File: config.mk
export PLATFORM = sky130hd
export DESIGN_NAME = takeoff_hover_land_sequencer_core
export DESIGN_NICKNAME = d
export VERILOG_FILES = /design/src/hw/rtl/thl_pkg.sv /design/src/hw/rtl/takeoff_hover_land_sequencer_core.sv /design/src/hw/rtl/thl_div.sv
export SDC_FILE = /design/constraint.sdc
export NUM_CORES = 1
export LEC_CHECK = 0
export BUFFER_PORTS_ARGS = -buffer_cell sky130_fd_sc_hd__buf_2
export CAP_MARGIN = 10
export CORE_ASPECT_RATIO = 1.25
export CORE_UTILIZATION = 65
export DETAILED_ROUTE_END_ITERATION = 6
export GPL_ROUTABILITY_DRIVEN = 0
export PLACE_DENSITY_LB_ADDON = 0.05
export RECOVER_POWER = 25
export SETUP_SLACK_MARGIN = 0.15
export SLEW_MARGIN = 40
export SYNTH_ARGS = -nofsm -noshare
export SYNTH_HDL_FRONTEND = slang
export SYNTH_SLANG_ARGS = --single-unit
File: constraint.sdc
create_clock -name i_clk -period 20.6 [get_ports i_clk]
set_clock_uncertainty 0.2 [all_clocks]
set_input_delay 0 -clock i_clk [delete_from_list [all_inputs] [get_ports i_clk]]
set_output_delay 0 -clock i_clk [all_outputs]
set_load 0.05 [all_outputs]
File: src/hw/rtl/thl_pkg.sv
// Shared types and constants for the takeoff, hover and land sequencer.
// Used by thl_div, the top level and the checker; depends on nothing.
package thl_pkg;

    // Phase codes
    localparam logic [2:0] PH_IDLE    = 3'd0;
    localparam logic [2:0] PH_ARMING  = 3'd1;
    localparam logic [2:0] PH_DWELL   = 3'd2;
    localparam logic [2:0] PH_TAKEOFF = 3'd3;
    localparam logic [2:0] PH_HOVER   = 3'd4;
    localparam logic [2:0] PH_LAND    = 3'd5;

    // Setpoint modes
    localparam logic [1:0] MODE_STOP = 2'd0;
    localparam logic [1:0] MODE_POS  = 2'd1;
    localparam logic [1:0] MODE_VEL  = 2'd2;

    // Arm requests
    localparam logic [1:0] AREQ_NONE   = 2'd0;
    localparam logic [1:0] AREQ_ARM    = 2'd1;
    localparam logic [1:0] AREQ_DISARM = 2'd2;

    // Configuration register indexes
    localparam logic [2:0] CFG_ARM_TIMEOUT = 3'd0;
    localparam logic [2:0] CFG_DWELL       = 3'd1;
    localparam logic [2:0] CFG_TAKEOFF     = 3'd2;
    localparam logic [2:0] CFG_HOVER       = 3'd3;
    localparam logic [2:0] CFG_LAND_LIMIT  = 3'd4;
    localparam logic [2:0] CFG_TARGET      = 3'd5;
    localparam logic [2:0] CFG_DESCENT     = 3'd6;
    localparam logic [2:0] CFG_CUTOFF      = 3'd7;

    // Ramp division: 12-bit height times 16-bit tick count
    localparam int PROD_W = 28;
    localparam int DVSR_W = 16;
    localparam int QUO_W  = 12;

    // Result word, last field in the lowest bits
    typedef struct packed {
        logic               enable_now;
        logic               height_reached;
        logic [2:0]         phase;
        logic [1:0]         arm_request;
        logic signed [10:0] sp_vz_mm_s;
        logic [11:0]        sp_z_mm;
        logic signed [15:0] sp_y_mm;
        logic signed [15:0] sp_x_mm;
        logic [1:0]         setpoint_mode;
    } t_result;

    typedef struct packed {
        logic busy;
        logic done;
    } t_div_stat;

endpackage

File: src/hw/rtl/takeoff_hover_land_sequencer_core.sv
// Channel   | dir | handshake                    | payload
// s_axis    | in  | s_axis_tvalid/s_axis_tready  | one control tick (56-bit tdata)
// m_axis    | out | m_axis_tvalid/m_axis_tready  | one setpoint (64-bit tdata)
// cfg       | in  | i_cfg_we                     | i_cfg_idx, i_cfg_data
//
// An accepted tick passes an evaluate step and an emit step; takeoff ramp
// ticks also pass a divide step between them, run by the bit-serial divider.
// Reset is synchronous and active low; it restores the register defaults.
// The next tick is accepted while a result still waits; if m_axis stalls,
// that tick waits in its final step until the output register frees up.
// Holds the phase sequencer; depends on thl_pkg and thl_div.
module takeoff_hover_land_sequencer_core (
    input  logic        i_clk,
    input  logic        i_rst_n,
    input  logic        s_axis_tvalid,
    output logic        s_axis_tready,
    // is_armed, deck_present, tumbled, est_x_mm, est_y_mm, est_z_mm,
    // enable_set, enable_clear, then three zero bits
    input  logic [55:0] s_axis_tdata,
    output logic        m_axis_tvalid,
    input  logic        m_axis_tready,
    // setpoint_mode, sp_x_mm, sp_y_mm, sp_z_mm, sp_vz_mm_s, arm_request,
    // phase, height_reached, enable_now
    output logic [63:0] m_axis_tdata,
    input  logic        i_cfg_we,
    input  logic [2:0]  i_cfg_idx,
    input  logic [15:0] i_cfg_data
);

    typedef enum logic [1:0] {S_IDLE, S_EVAL, S_DIV, S_EMIT} t_state;

    // Configuration
    logic [15:0] r_arm_to, r_dwell, r_takeoff, r_hover, r_land_lim;
    logic [11:0] r_target;
    logic [9:0]  r_descent, r_cutoff;

    always_ff @(posedge i_clk) begin
        if (!i_rst_n) begin
            r_arm_to   <= 16'd150;
            r_dwell    <= 16'd150;
            r_takeoff  <= 16'd100;
            r_hover    <= 16'd150;
            r_land_lim <= 16'd250;
            r_target   <= 12'd500;
            r_descent  <= 10'd150;
            r_cutoff   <= 10'd50;
        end else if (i_cfg_we) begin
            unique case (i_cfg_idx)
                thl_pkg::CFG_ARM_TIMEOUT: r_arm_to   <= i_cfg_data;
                thl_pkg::CFG_DWELL:       r_dwell    <= i_cfg_data;
                thl_pkg::CFG_TAKEOFF:     r_takeoff  <= i_cfg_data;
                thl_pkg::CFG_HOVER:       r_hover    <= i_cfg_data;
                thl_pkg::CFG_LAND_LIMIT:  r_land_lim <= i_cfg_data;
                thl_pkg::CFG_TARGET:      r_target   <= i_cfg_data[11:0];
                thl_pkg::CFG_DESCENT:     r_descent  <= i_cfg_data[9:0];
                thl_pkg::CFG_CUTOFF:      r_cutoff   <= i_cfg_data[9:0];
                default:                  r_cutoff   <= r_cutoff;
            endcase
        end
    end

    // Captured tick
    logic        r_armed, r_deck, r_tumble, r_set, r_clear;
    logic [15:0] r_ex, r_ey;
    logic signed [15:0] r_ez;

    // Sequencer state
    t_state      r_state;
    logic [2:0]  r_phase;
    logic [15:0] r_tip;
    logic        r_en, r_reached;
    logic [15:0] r_hold_x, r_hold_y, r_land_x, r_land_y;
    thl_pkg::t_result r_res, r_out;
    logic        r_out_valid;

    // Next-state and result of the evaluation step
    logic [2:0]  n_phase;
    logic [15:0] n_tip;
    logic        n_en, n_reached;
    logic [15:0] n_hold_x, n_hold_y, n_land_x, n_land_y;
    thl_pkg::t_result n_res;
    logic        need_div;
    logic        en1;
    logic [15:0] el;

    logic [thl_pkg::QUO_W-1:0] quotient;
    thl_pkg::t_div_stat        div_stat;
    logic                      div_start;
    logic [thl_pkg::PROD_W-1:0] product;

    always_comb begin
        en1 = r_clear ? 1'b0 : (r_set ? 1'b1 : r_en);
        el  = (r_tip == 16'hFFFF) ? r_tip : r_tip + 16'd1;

        n_phase   = r_phase;
        n_tip     = el;
        n_en      = en1;
        n_reached = r_reached;
        n_hold_x  = r_hold_x;
        n_hold_y  = r_hold_y;
        n_land_x  = r_land_x;
        n_land_y  = r_land_y;
        need_div  = 1'b0;
        n_res     = '0;

        if (r_tumble && r_phase >= thl_pkg::PH_DWELL && r_phase <= thl_pkg::PH_LAND) begin
            n_res.arm_request = thl_pkg::AREQ_DISARM;
            n_en      = 1'b0;
            n_reached = 1'b0;
            n_phase   = thl_pkg::PH_IDLE;
            n_tip     = '0;
        end else begin
            unique case (r_phase) inside
                thl_pkg::PH_ARMING: begin
                    if (!en1) begin
                        n_phase = thl_pkg::PH_IDLE;
                        n_tip   = '0;
                    end else if (r_armed) begin
                        n_phase = thl_pkg::PH_DWELL;
                        n_tip   = '0;
                    end else if (el > r_arm_to) begin
                        n_en    = 1'b0;
                        n_phase = thl_pkg::PH_IDLE;
                        n_tip   = '0;
                    end else begin
                        n_res.arm_request = thl_pkg::AREQ_ARM;
                    end
                end
                thl_pkg::PH_DWELL: begin
                    if (!en1) begin
                        n_res.arm_request = thl_pkg::AREQ_DISARM;
                        n_phase = thl_pkg::PH_IDLE;
                        n_tip   = '0;
                    end else if (!r_armed) begin
                        n_phase = thl_pkg::PH_ARMING;
                        n_tip   = '0;
                    end else if (el >= r_dwell) begin
                        n_hold_x = r_ex;
                        n_hold_y = r_ey;
                        n_phase  = thl_pkg::PH_TAKEOFF;
                        n_tip    = '0;
                    end
                end
                thl_pkg::PH_TAKEOFF, thl_pkg::PH_HOVER: begin
                    if (!en1) begin
                        // Abort: descend from where the vehicle is now.
                        n_land_x = r_ex;
                        n_land_y = r_ey;
                        n_phase  = thl_pkg::PH_LAND;
                        n_tip    = '0;
                        n_res.setpoint_mode = thl_pkg::MODE_VEL;
                        n_res.sp_x_mm       = r_ex;
                        n_res.sp_y_mm       = r_ey;
                        n_res.sp_vz_mm_s    = 11'(11'd0 - {1'b0, r_descent});
                    end else begin
                        n_res.setpoint_mode = thl_pkg::MODE_POS;
                        n_res.sp_x_mm       = r_hold_x;
                        n_res.sp_y_mm       = r_hold_y;
                        if (r_phase == thl_pkg::PH_TAKEOFF) begin
                            if (el >= r_takeoff) begin
                                n_res.sp_z_mm = r_target;
                                n_reached     = 1'b1;
                                n_phase       = thl_pkg::PH_HOVER;
                                n_tip         = '0;
                            end else begin
                                need_div = 1'b1;
                            end
                        end else begin
                            n_res.sp_z_mm = r_target;
                            if (el >= r_hover) begin
                                n_land_x = r_hold_x;
                                n_land_y = r_hold_y;
                                n_phase  = thl_pkg::PH_LAND;
                                n_tip    = '0;
                            end
                        end
                    end
                end
                thl_pkg::PH_LAND: begin
                    if (r_ez > $signed({6'd0, r_cutoff}) && el < r_land_lim) begin
                        n_res.setpoint_mode = thl_pkg::MODE_VEL;
                        n_res.sp_x_mm       = r_land_x;
                        n_res.sp_y_mm       = r_land_y;
                        n_res.sp_vz_mm_s    = 11'(11'd0 - {1'b0, r_descent});
                    end else begin
                        n_res.arm_request = thl_pkg::AREQ_DISARM;
                        n_reached = 1'b0;
                        n_en      = 1'b0;
                        n_phase   = thl_pkg::PH_IDLE;
                        n_tip     = '0;
                    end
                end
                default: begin
                    // Idle, and any code outside the phase list behaves as idle.
                    if (r_phase != thl_pkg::PH_IDLE) begin
                        n_phase = thl_pkg::PH_IDLE;
                        n_tip   = '0;
                    end
                    n_reached = 1'b0;
                    if (en1 && r_deck) begin
                        n_phase = thl_pkg::PH_ARMING;
                        n_tip   = '0;
                    end
                end
            endcase
        end

        n_res.phase          = n_phase;
        n_res.height_reached = n_reached;
        n_res.enable_now     = n_en;
    end

    assign div_start = (r_state == S_EVAL) && need_div;
    assign product   = {16'd0, r_target} * {12'd0, el};

    thl_div u_div (
        .i_clk      (i_clk),
        .i_rst_n    (i_rst_n),
        .i_start    (div_start),
        .i_dividend (product),
        .i_divisor  (r_takeoff),
        .o_quotient (quotient),
        .o_stat     (div_stat)
    );

    always_ff @(posedge i_clk) begin
        if (!i_rst_n) begin
            r_state     <= S_IDLE;
            r_phase     <= thl_pkg::PH_IDLE;
            r_tip       <= '0;
            r_en        <= 1'b1;
            r_reached   <= 1'b0;
            r_hold_x    <= '0;
            r_hold_y    <= '0;
            r_land_x    <= '0;
            r_land_y    <= '0;
            r_out_valid <= 1'b0;
        end else begin
            // In the emit step the output register is refilled instead.
            if (r_out_valid && m_axis_tready && r_state != S_EMIT) begin
                r_out_valid <= 1'b0;
            end
            unique case (r_state)
                S_IDLE: begin
                    if (s_axis_tvalid) begin
                        r_armed  <= s_axis_tdata[0];
                        r_deck   <= s_axis_tdata[1];
                        r_tumble <= s_axis_tdata[2];
                        r_ex     <= s_axis_tdata[18:3];
                        r_ey     <= s_axis_tdata[34:19];
                        r_ez     <= s_axis_tdata[50:35];
                        r_set    <= s_axis_tdata[51];
                        r_clear  <= s_axis_tdata[52];
                        r_state  <= S_EVAL;
                    end
                end
                S_EVAL: begin
                    r_phase   <= n_phase;
                    r_tip     <= n_tip;
                    r_en      <= n_en;
                    r_reached <= n_reached;
                    r_hold_x  <= n_hold_x;
                    r_hold_y  <= n_hold_y;
                    r_land_x  <= n_land_x;
                    r_land_y  <= n_land_y;
                    r_res     <= n_res;
                    r_state   <= need_div ? S_DIV : S_EMIT;
                end
                S_DIV: begin
                    if (div_stat.done) begin
                        r_res.sp_z_mm <= quotient;
                        r_state       <= S_EMIT;
                    end
                end
                S_EMIT: begin
                    if (!r_out_valid || m_axis_tready) begin
                        r_out       <= r_res;
                        r_out_valid <= 1'b1;
                        r_state     <= S_IDLE;
                    end
                end
                default: r_state <= S_IDLE;
            endcase
        end
    end

    assign s_axis_tready = (r_state == S_IDLE);
    assign m_axis_tvalid = r_out_valid;
    assign m_axis_tdata  = r_out;

endmodule

File: src/hw/rtl/thl_div.sv
// Bit-serial restoring divider for the takeoff height ramp.
// One quotient bit per cycle; uses thl_pkg for widths and the status struct.
module thl_div (
    input  logic                          i_clk,
    input  logic                          i_rst_n,
    input  logic                          i_start,
    input  logic [thl_pkg::PROD_W-1:0]    i_dividend,
    input  logic [thl_pkg::DVSR_W-1:0]    i_divisor,
    output logic [thl_pkg::QUO_W-1:0]     o_quotient,
    output thl_pkg::t_div_stat            o_stat
);

    logic [thl_pkg::DVSR_W-1:0] r_rem;
    logic [thl_pkg::PROD_W-1:0] r_quo;
    logic [4:0]                 r_cnt;
    logic                       r_busy;
    logic                       r_done;

    logic [thl_pkg::DVSR_W:0]   trial;
    logic                       fits;

    // The shift register holds the dividend bits still to come in its upper
    // part and the quotient bits found so far in its lower part.
    assign trial = {r_rem, r_quo[thl_pkg::PROD_W-1]};
    assign fits  = (trial >= {1'b0, i_divisor});

    always_ff @(posedge i_clk) begin
        if (!i_rst_n) begin
            r_busy <= 1'b0;
            r_done <= 1'b0;
            r_cnt  <= '0;
        end else begin
            r_done <= 1'b0;
            if (i_start) begin
                r_busy <= 1'b1;
                r_cnt  <= 5'(thl_pkg::PROD_W - 1);
                r_rem  <= '0;
                r_quo  <= i_dividend;
            end else if (r_busy) begin
                r_rem <= fits ? thl_pkg::DVSR_W'(trial - {1'b0, i_divisor})
                              : trial[thl_pkg::DVSR_W-1:0];
                r_quo <= {r_quo[thl_pkg::PROD_W-2:0], fits};
                if (r_cnt == '0) begin
                    r_busy <= 1'b0;
                    r_done <= 1'b1;
                end else begin
                    r_cnt <= r_cnt - 5'd1;
                end
            end
        end
    end

    // The ramp only divides while the tick count is below the divisor, so the
    // quotient stays below the target height.
    assign o_quotient  = r_quo[thl_pkg::QUO_W-1:0];
    assign o_stat.busy = r_busy;
    assign o_stat.done = r_done;

endmodule

==> results of run 1 <==
==> cells in the final DEF (no fill, tap or decap), types with 55 or more instances in the layout <==
cell type / instances
a21oi_1: 138
and2_1: 75
buf_2: 72
clkbuf_1: 76
dfxtp_1: 206
dlygate4sd3_1: 139
edfxtp_1: 225
fa_1: 141
ha_1: 179
inv_1: 280
nand2_1: 509
nor2_1: 180
o21ai_0: 55
==> worst max path at each step <==
stage,from,endpoint,slack (ns),cells after the start
floorplan,r_tip[0]$_SDFFE_PN0N_,u_div.r_quo[27]$_DFFE_PP_,13.03,28
global placement,r_tip[0]$_SDFFE_PN0N_,u_div.r_quo[27]$_DFFE_PP_,11.86,24
detailed placement,r_tip[0]$_SDFFE_PN0N_,u_div.r_quo[27]$_DFFE_PP_,11.78,24
CTS,r_tip[0]$_SDFFE_PN0N_,u_div.r_quo[27]$_DFFE_PP_,11.76,24
global route,r_tip[0]$_SDFFE_PN0N_,u_div.r_quo[27]$_DFFE_PP_,11.38,24
finish,r_tip[0]$_SDFFE_PN0N_,u_div.r_quo[27]$_DFFE_PP_,11.78,24
==> critical path, cell delays in order (launching register included) <==
cell and delay, ns:
dfxtp_1 0.54, ha_1 0.28, nand3_1 0.11, or4_1 0.76, nand4_1 0.30, nor2_1 0.08
xor2_1 0.49, buf_4 0.36, nand2_1 0.11, fa_1 0.57, inv_1 0.05, fa_1 0.46
fa_1 0.53, fa_1 0.57, inv_1 0.06, fa_1 0.53, inv_1 0.04, ha_1 0.34
nand3_1 0.11, a211oi_1 0.40, o21ai_0 0.34, a2111o_1 0.48, a31oi_1 0.34, a21boi_0 0.19
a211o_1 0.33
==> what timing repair did <==
action,4_1_cts,5_1_grt
hold buffers,139,0
buffers inserted,0,0
hold endpoints to repair,177,0
==> power groups by stage <==
stage | logic [W] | registers [W] | clock network (W)
6_report | 0.000385 | 0.000999 | 0.000811
5_1_grt | 0.000427 | 0.00100 | 0.000847
4_1_cts | 0.000381 | 0.000998 | 0.000815
3_5_place_dp | 0.000359 | 0.00102 | 0
3_3_place_gp | 0.000343 | 0.00101 | 0
2_1_floorplan | 0.000247 | 0.00102 | 0
==> cell families after synthesis <==
kind of cell    after synthesis  share of synthesized area [%]
simple gates                953                           16.3
flops                       432                           42.8
compound gates              426                           11.1
buf+inv                     421                           6.32
fa+ha+maj                   320                           19.9
xor+xnor                     59                           2.03
mux                          40                           1.58
==> Yosys cell counts (7+ instances only) <==
| cell | count |
|---|---|
| a211oi_1 | 11 |
| a21boi_0 | 8 |
| a21o_1 | 21 |
| a21oi_1 | 139 |
| a22o_1 | 13 |
| a22oi_1 | 33 |
| a311oi_1 | 33 |
| a31oi_1 | 8 |
| a32o_1 | 9 |
| and2_1 | 75 |
| and3_1 | 9 |
| buf_1 | 12 |
| buf_2 | 7 |
| clkbuf_1 | 110 |
| dfxtp_1 | 207 |
| edfxtp_1 | 225 |
| fa_1 | 141 |
| ha_1 | 179 |
| inv_1 | 282 |
| mux2i_1 | 38 |
| nand2_1 | 510 |
| nand2b_1 | 13 |
| nand3_1 | 55 |
| nand4_1 | 27 |
| nor2_1 | 189 |
| nor2b_1 | 18 |
| nor3_1 | 21 |
| o211ai_1 | 31 |
| o21a_1 | 9 |
| o21ai_0 | 55 |
| o31ai_1 | 18 |
| or3_1 | 10 |
| xnor2_1 | 32 |
| xor2_1 | 27 |
==> routing by layer <==
| layer | GRT usage, % | wire length (um) | up-vias | share of wire, % |
|---|---|---|---|---|
| li1 | - | - | 9424 | - |
| met1 | 39.9 | 24800 | 9886 | 37 |
| met2 | 60.0 | 34100 | 894 | 51 |
| met3 | 6.77 | 5170 | 218 | 7.7 |
| met4 | 18.2 | 3320 | 0 | 4.9 |
| met5 | 0 | 0 | - | 0 |
==> through the flow <==
stage | setup slack [ns] | total power [W] | area, sq um | utilization (%)
after global placement | 11.86 | 0.00136 | 26600 | 69.2
after floorplan | 13.03 | 0.00127 | 25500 | -
final | 11.78 | 0.00220 | 29500 | 76.7
after global routing | 11.38 | 0.00228 | 29500 | 76.7
after detailed placement | 11.78 | 0.00137 | 26700 | 69.5
after CTS | 11.76 | 0.00219 | 29600 | 76.9
==> layout make-up <==
cell class	count	area [sq um]
Clock buffer	56	1200
Clock inverter	25	245
Fill cell	2580	8960
Inverter	282	1060
Multi-Input combinational cell	1798	13100
Sequential cell	432	10900
Tap cell	492	616
Timing Repair Buffer	321	2370
==> results.py, run 1 <==
metrics = {
    "routing": {
        "routed_wl_mm": 67.3,
        "num_vias": 20400,
        "drt-initial-drc-count": 1518,
        "drc": 4,
        "ant_nets": 0,
        "vias_per_cell": 6.00,
        "drt_pass1_iterations": 7,
        "wire_per_inst_um": 19.8,
    },
    "sta": {
        "whs_ns": 0.0866,
        "rsz0062_at_grt": "no",
        "tns_ns": 0,
        "hold_viol_final": 0,
        "min_period_over_period_pct": 42.8,
        "fmaxAchievable_mhz": 113,
        "drv_slew": 0,
        "fin_crit_ns": 8.82,
        "relSlewSlack_pct": 34.3,
        "setup_viol": 0,
        "tightest_slew_ns": 0.986,
    },
    "clocking": {
        "cts_sinks": 432,
        "clk_transition_reported_paths_ns": 0.06,
        "max-clock-path-buffers": 3,
        "cts_tree": "built",
        "htreeDepth": 2,
        "cts-buffers-inserted": 44,
        "cts_resized": 0,
        "clock_latency_ns": 0.60,
        "clock-root-buffer": "clkbuf_16",
    },
    "job": {
        "maxCapViolCount": 0,
    },
    "worst_setup_path": {
        "worstPathRequired_ns": 20.71,
        "r2r_setup_slack_ns": 11.78,
        "r2r_end": "u_div.r_quo[27]$_DFFE_PP_",
        "regToRegStartpoint": "r_tip[0]$_SDFFE_PN0N_",
        "rr_worst_depth": 24,
        "critPathLaunchType": "register",
        "crit_path_end_kind": "register",
        "path_class": "reg -> reg",
        "arrival_ns": 8.93,
        "crit_fanout": 14,
    },
    "synth": {
        "ys_warn_count": 0,
        "syn_nets": 3051,
        "synth-edff-count": 225,
        "yosysTopAreaCellShare_pct": 26.5,
        "synth-main-ff-cell": "edfxtp_1",
        "netlist_instances": 2651,
        "ys_seq_area_share_pct": 42.8,
        "synth_cell_types": 71,
        "avgSynthCellArea_sq_um": 9.61,
        "synthTopCellsByArea": "edfxtp_1 27%, dfxtp_1 16%, fa_1 11%",
        "synth-seq-cells": 432,
        "yosysTopAreaCell": "edfxtp_1",
        "syn_area_sq_um": 25500,
        "synthArstFlopShare_pct": 0,
    },
    "finish": {
        "layout-drive-gt1-share_pct": 7.41,
        "nNetsFinal": 3279,
        "diodes": 0,
        "area_growth_pct": 15.6,
        "finalNonFillerCells": 3406,
    },
    "grt": {
        "grt_pass1_wl_mm": 107,
        "antenna_found_initial": 0,
        "grt.total_usage_pct": 34.5,
        "grt_overflow": 0,
        "grt_pass1_vias": 21500,
        "grt_max_degree": 83,
    },
    "floorplanning": {
        "ioPinCount": 146,
        "coreArea_sq_um": 38400,
        "rows": 80,
        "floorplan.initialDensity_pct": 66.3,
        "die_h_um": 223,
        "die_area_sq_um": 40000,
        "fp.dieW_um": 179,
    },
    "pwr": {
        "p_leak_nw": 12.2,
        "switching_share_pct": 29.0,
        "seq_power_share_pct": 45.5,
        "ir_worst_vdd_mv": 0.0799,
        "powerDensity_nw_per_um2": 74.5,
        "p_comb_share_pct": 17.5,
        "p_switching_w": 0.000636,
        "intPower_w": 0.00156,
        "power_frac_clock_pct": 36.9,
    },
    "hold_path": {
        "hold_end": "r_hover[12]$_SDFFE_PN0P_",
        "min_path_cells": 4,
        "hp-start": "i_cfg_data[12]",
        "hp-class": "in -> reg",
    },
    "run_status": {
        "status": "complete, but fails checks",
        "violations": "design-rule violations",
    },
    "place": {
        "dp.cells": 3186,
        "io_buffers": 142,
        "dp_hpwl_mm": 43.4,
    },
}
Note: power is estimated with default switching activity, not from simulation.
==> run 2, diff against run 1 <==
--- a/config.mk
+++ b/config.mk
@@ -8,7 +8,7 @@
 export BUFFER_PORTS_ARGS = -buffer_cell sky130_fd_sc_hd__buf_2
 export CAP_MARGIN = 10
 export CORE_ASPECT_RATIO = 1.25
-export CORE_UTILIZATION = 65
+export CORE_UTILIZATION = 62
 export DETAILED_ROUTE_END_ITERATION = 6
 export GPL_ROUTABILITY_DRIVEN = 0
 export PLACE_DENSITY_LB_ADDON = 0.05
==> constraint.sdc (replaced) <==
create_clock -name i_clk -period 8.6 [get_ports i_clk]
set_clock_uncertainty 0.2 [all_clocks]
set_input_delay 0 -clock i_clk [delete_from_list [all_inputs] [get_ports i_clk]]
set_output_delay 0 -clock i_clk [all_outputs]
set_load 0.05 [all_outputs]
==> results.py, run 2 (same netlist as run 1, synthesis figures left out) <==
metrics = {
    "finish": {
        "area_growth_pct": 16.4,
        "final_common_cell": "nand2_1",
        "postLayoutCoreUtil_pct": 73.6,
        "diodes": 0,
        "nNetsFinal": 3282,
        "final_cell_mix": "509 x nand2_1, 280 x inv_1, 225 x edfxtp_1",
        "layout-drive-gt1-share_pct": 7.75,
    },
    "floorplanning": {
        "floorplan.initialDensity_pct": 63.2,
        "die_h_um": 229,
        "ioPinCount": 146,
        "fp.dieW_um": 183,
        "rows": 82,
        "coreArea_sq_um": 40300,
        "die_area_sq_um": 41900,
    },
    "grt": {
        "grt_overflow": 0,
        "grt.total_usage_pct": 31.1,
        "antenna_found_initial": 0,
        "grt_pass1_vias": 20600,
        "grt_pass1_wl_mm": 103,
        "grt_max_degree": 104,
    },
    "routing": {
        "drt_pass1_iterations": 7,
        "routed_wl_mm": 63.9,
        "wire_per_inst_um": 18.5,
        "vias_per_cell": 5.77,
        "drc": 3,
        "ant_nets": 0,
        "drt-initial-drc-count": 1281,
        "num_vias": 20000,
    },
    "sta": {
        "relSlewSlack_pct": 43.8,
        "setup_viol": 0,
        "tightest_slew_ns": 0.840,
        "min_period_over_period_pct": 92.3,
        "tns_ns": 0,
        "rsz0062_at_grt": "no",
        "hold_viol_final": 0,
        "fmaxAchievable_mhz": 126,
        "drv_slew": 0,
        "whs_ns": 0.0726,
        "fin_crit_ns": 7.94,
    },
    "run_status": {
        "status": "complete, but fails checks",
        "violations": "design-rule violations",
    },
    "clocking": {
        "clock-root-buffer": "clkbuf_16",
        "max-clock-path-buffers": 3,
        "htreeDepth": 2,
        "post-cts-setup-buffers": 0,
        "clock_latency_ns": 0.60,
        "cts_tree": "built",
        "cts-buffers-inserted": 44,
        "cts_sinks": 432,
        "clk_transition_reported_paths_ns": 0.06,
    },
    "place": {
        "io_buffers": 142,
        "dp_hpwl_mm": 42.8,
    },
    "worst_setup_path": {
        "worstPathRequired_ns": 8.70,
        "crit_path_end_kind": "register",
        "critPathLaunchType": "register",
        "arrival_ns": 8.03,
        "rr_worst_depth": 26,
        "critPathSlowestCell": "or4_4",
        "cpMostUsedCell": "fa_1",
        "slowest_delay_ns": 0.61,
        "crit_fanout": 9,
        "path_class": "reg -> reg",
    },
    "pwr": {
        "switching_share_pct": 28.7,
        "power_frac_clock_pct": 37.0,
        "seq_power_share_pct": 45.7,
        "total_power_w": 0.00523,
        "p_comb_share_pct": 17.4,
        "p_switching_w": 0.00150,
        "p_leak_nw": 12.3,
        "powerDensity_nw_per_um2": 176,
        "ir_worst_vdd_mv": 0.188,
        "intPower_w": 0.00373,
    },
    "hold_path": {
        "min_path_cells": 4,
        "hp-class": "in -> reg",
    },
    "job": {
        "maxCapViolCount": 0,
    },
}
-- run 2: final timing paths --
kind,start,endpoint,slack (ns)
worst max-delay path,r_tip[0]$_SDFFE_PN0N_,u_div.r_quo[25]$_DFFE_PP_,0.66
worst min-delay path,i_cfg_data[14],r_hover[14]$_SDFFE_PN0P_,0.07
worst max register to register,r_tip[0]$_SDFFE_PN0N_,u_div.r_quo[25]$_DFFE_PP_,0.66
worst min register to register,r_res[6]$_SDFFCE_PP0P_,m_axis_tdata[6]$_DFFE_PP_,0.22
-- run 2: critical path: cells and delay by family (launching register included) --
kind	cells	cell delay [ns]
AOI/OAI and AO/OA	7	1.67
xor gates and xnor gates	2	0.33
adders and majority gates	7	3.12
buffers and inverters	3	0.15
DFF	1	0.46
and+or+nand+nor	7	1.68
-- run 2: what timing repair did --
action / 4_1_cts / 5_1_grt
endpoints found under the hold margin: 177 / 0
gates resized for setup: 0 / 5
setup endpoints to repair: 0 / 7
hold buffers: 138 / 0
-- run 2: area by class of cell --
| class | instances | area, sq um |
|---|---|---|
| multi-input combinational | 1798 | 13100 |
| sequential | 432 | 10900 |
| fill | 2859 | 10700 |
| timing repair buffer | 324 | 2410 |
| clock buffer | 60 | 1190 |
| inverter | 282 | 1060 |
| tap | 546 | 683 |
| clock inverter | 22 | 270 |
-- run 2: per-stage QoR --
| step | setup WS (ns) | instance area [sq um] | cells |
|---|---|---|---|
| global placement | 0.581 | 26700 | 3238 |
| detailed placement | 0.359 | 26800 | 3242 |
| floorplan | 1.03 | 25500 | 2651 |
| CTS | 0.302 | 29700 | 3462 |
| global route | 0.252 | 29700 | 3464 |
| finish | 0.662 | 29700 | 3464 |
-- run 2: power groups by stage --
stage / clock [W] / sequential [W] / combinational, W
after global routing: 0.00203 / 0.00240 / 0.00102
after floorplan: 0 / 0.00245 / 0.000592
after detailed placement: 0 / 0.00243 / 0.000858
after global placement: 0 / 0.00242 / 0.000822
final: 0.00193 / 0.00239 / 0.000908
after CTS: 0.00196 / 0.00239 / 0.000905
-- run 2: per-layer routing --
metal / vias up / wire length, um / global-route usage, %
met3: 149 / 3690 / 5.10
met2: 687 / 32400 / 55.0
met1: 9747 / 25600 / 37.5
met5: - / 0 / 0
met4: 0 / 2220 / 12.8
li1: 9406 / - / -
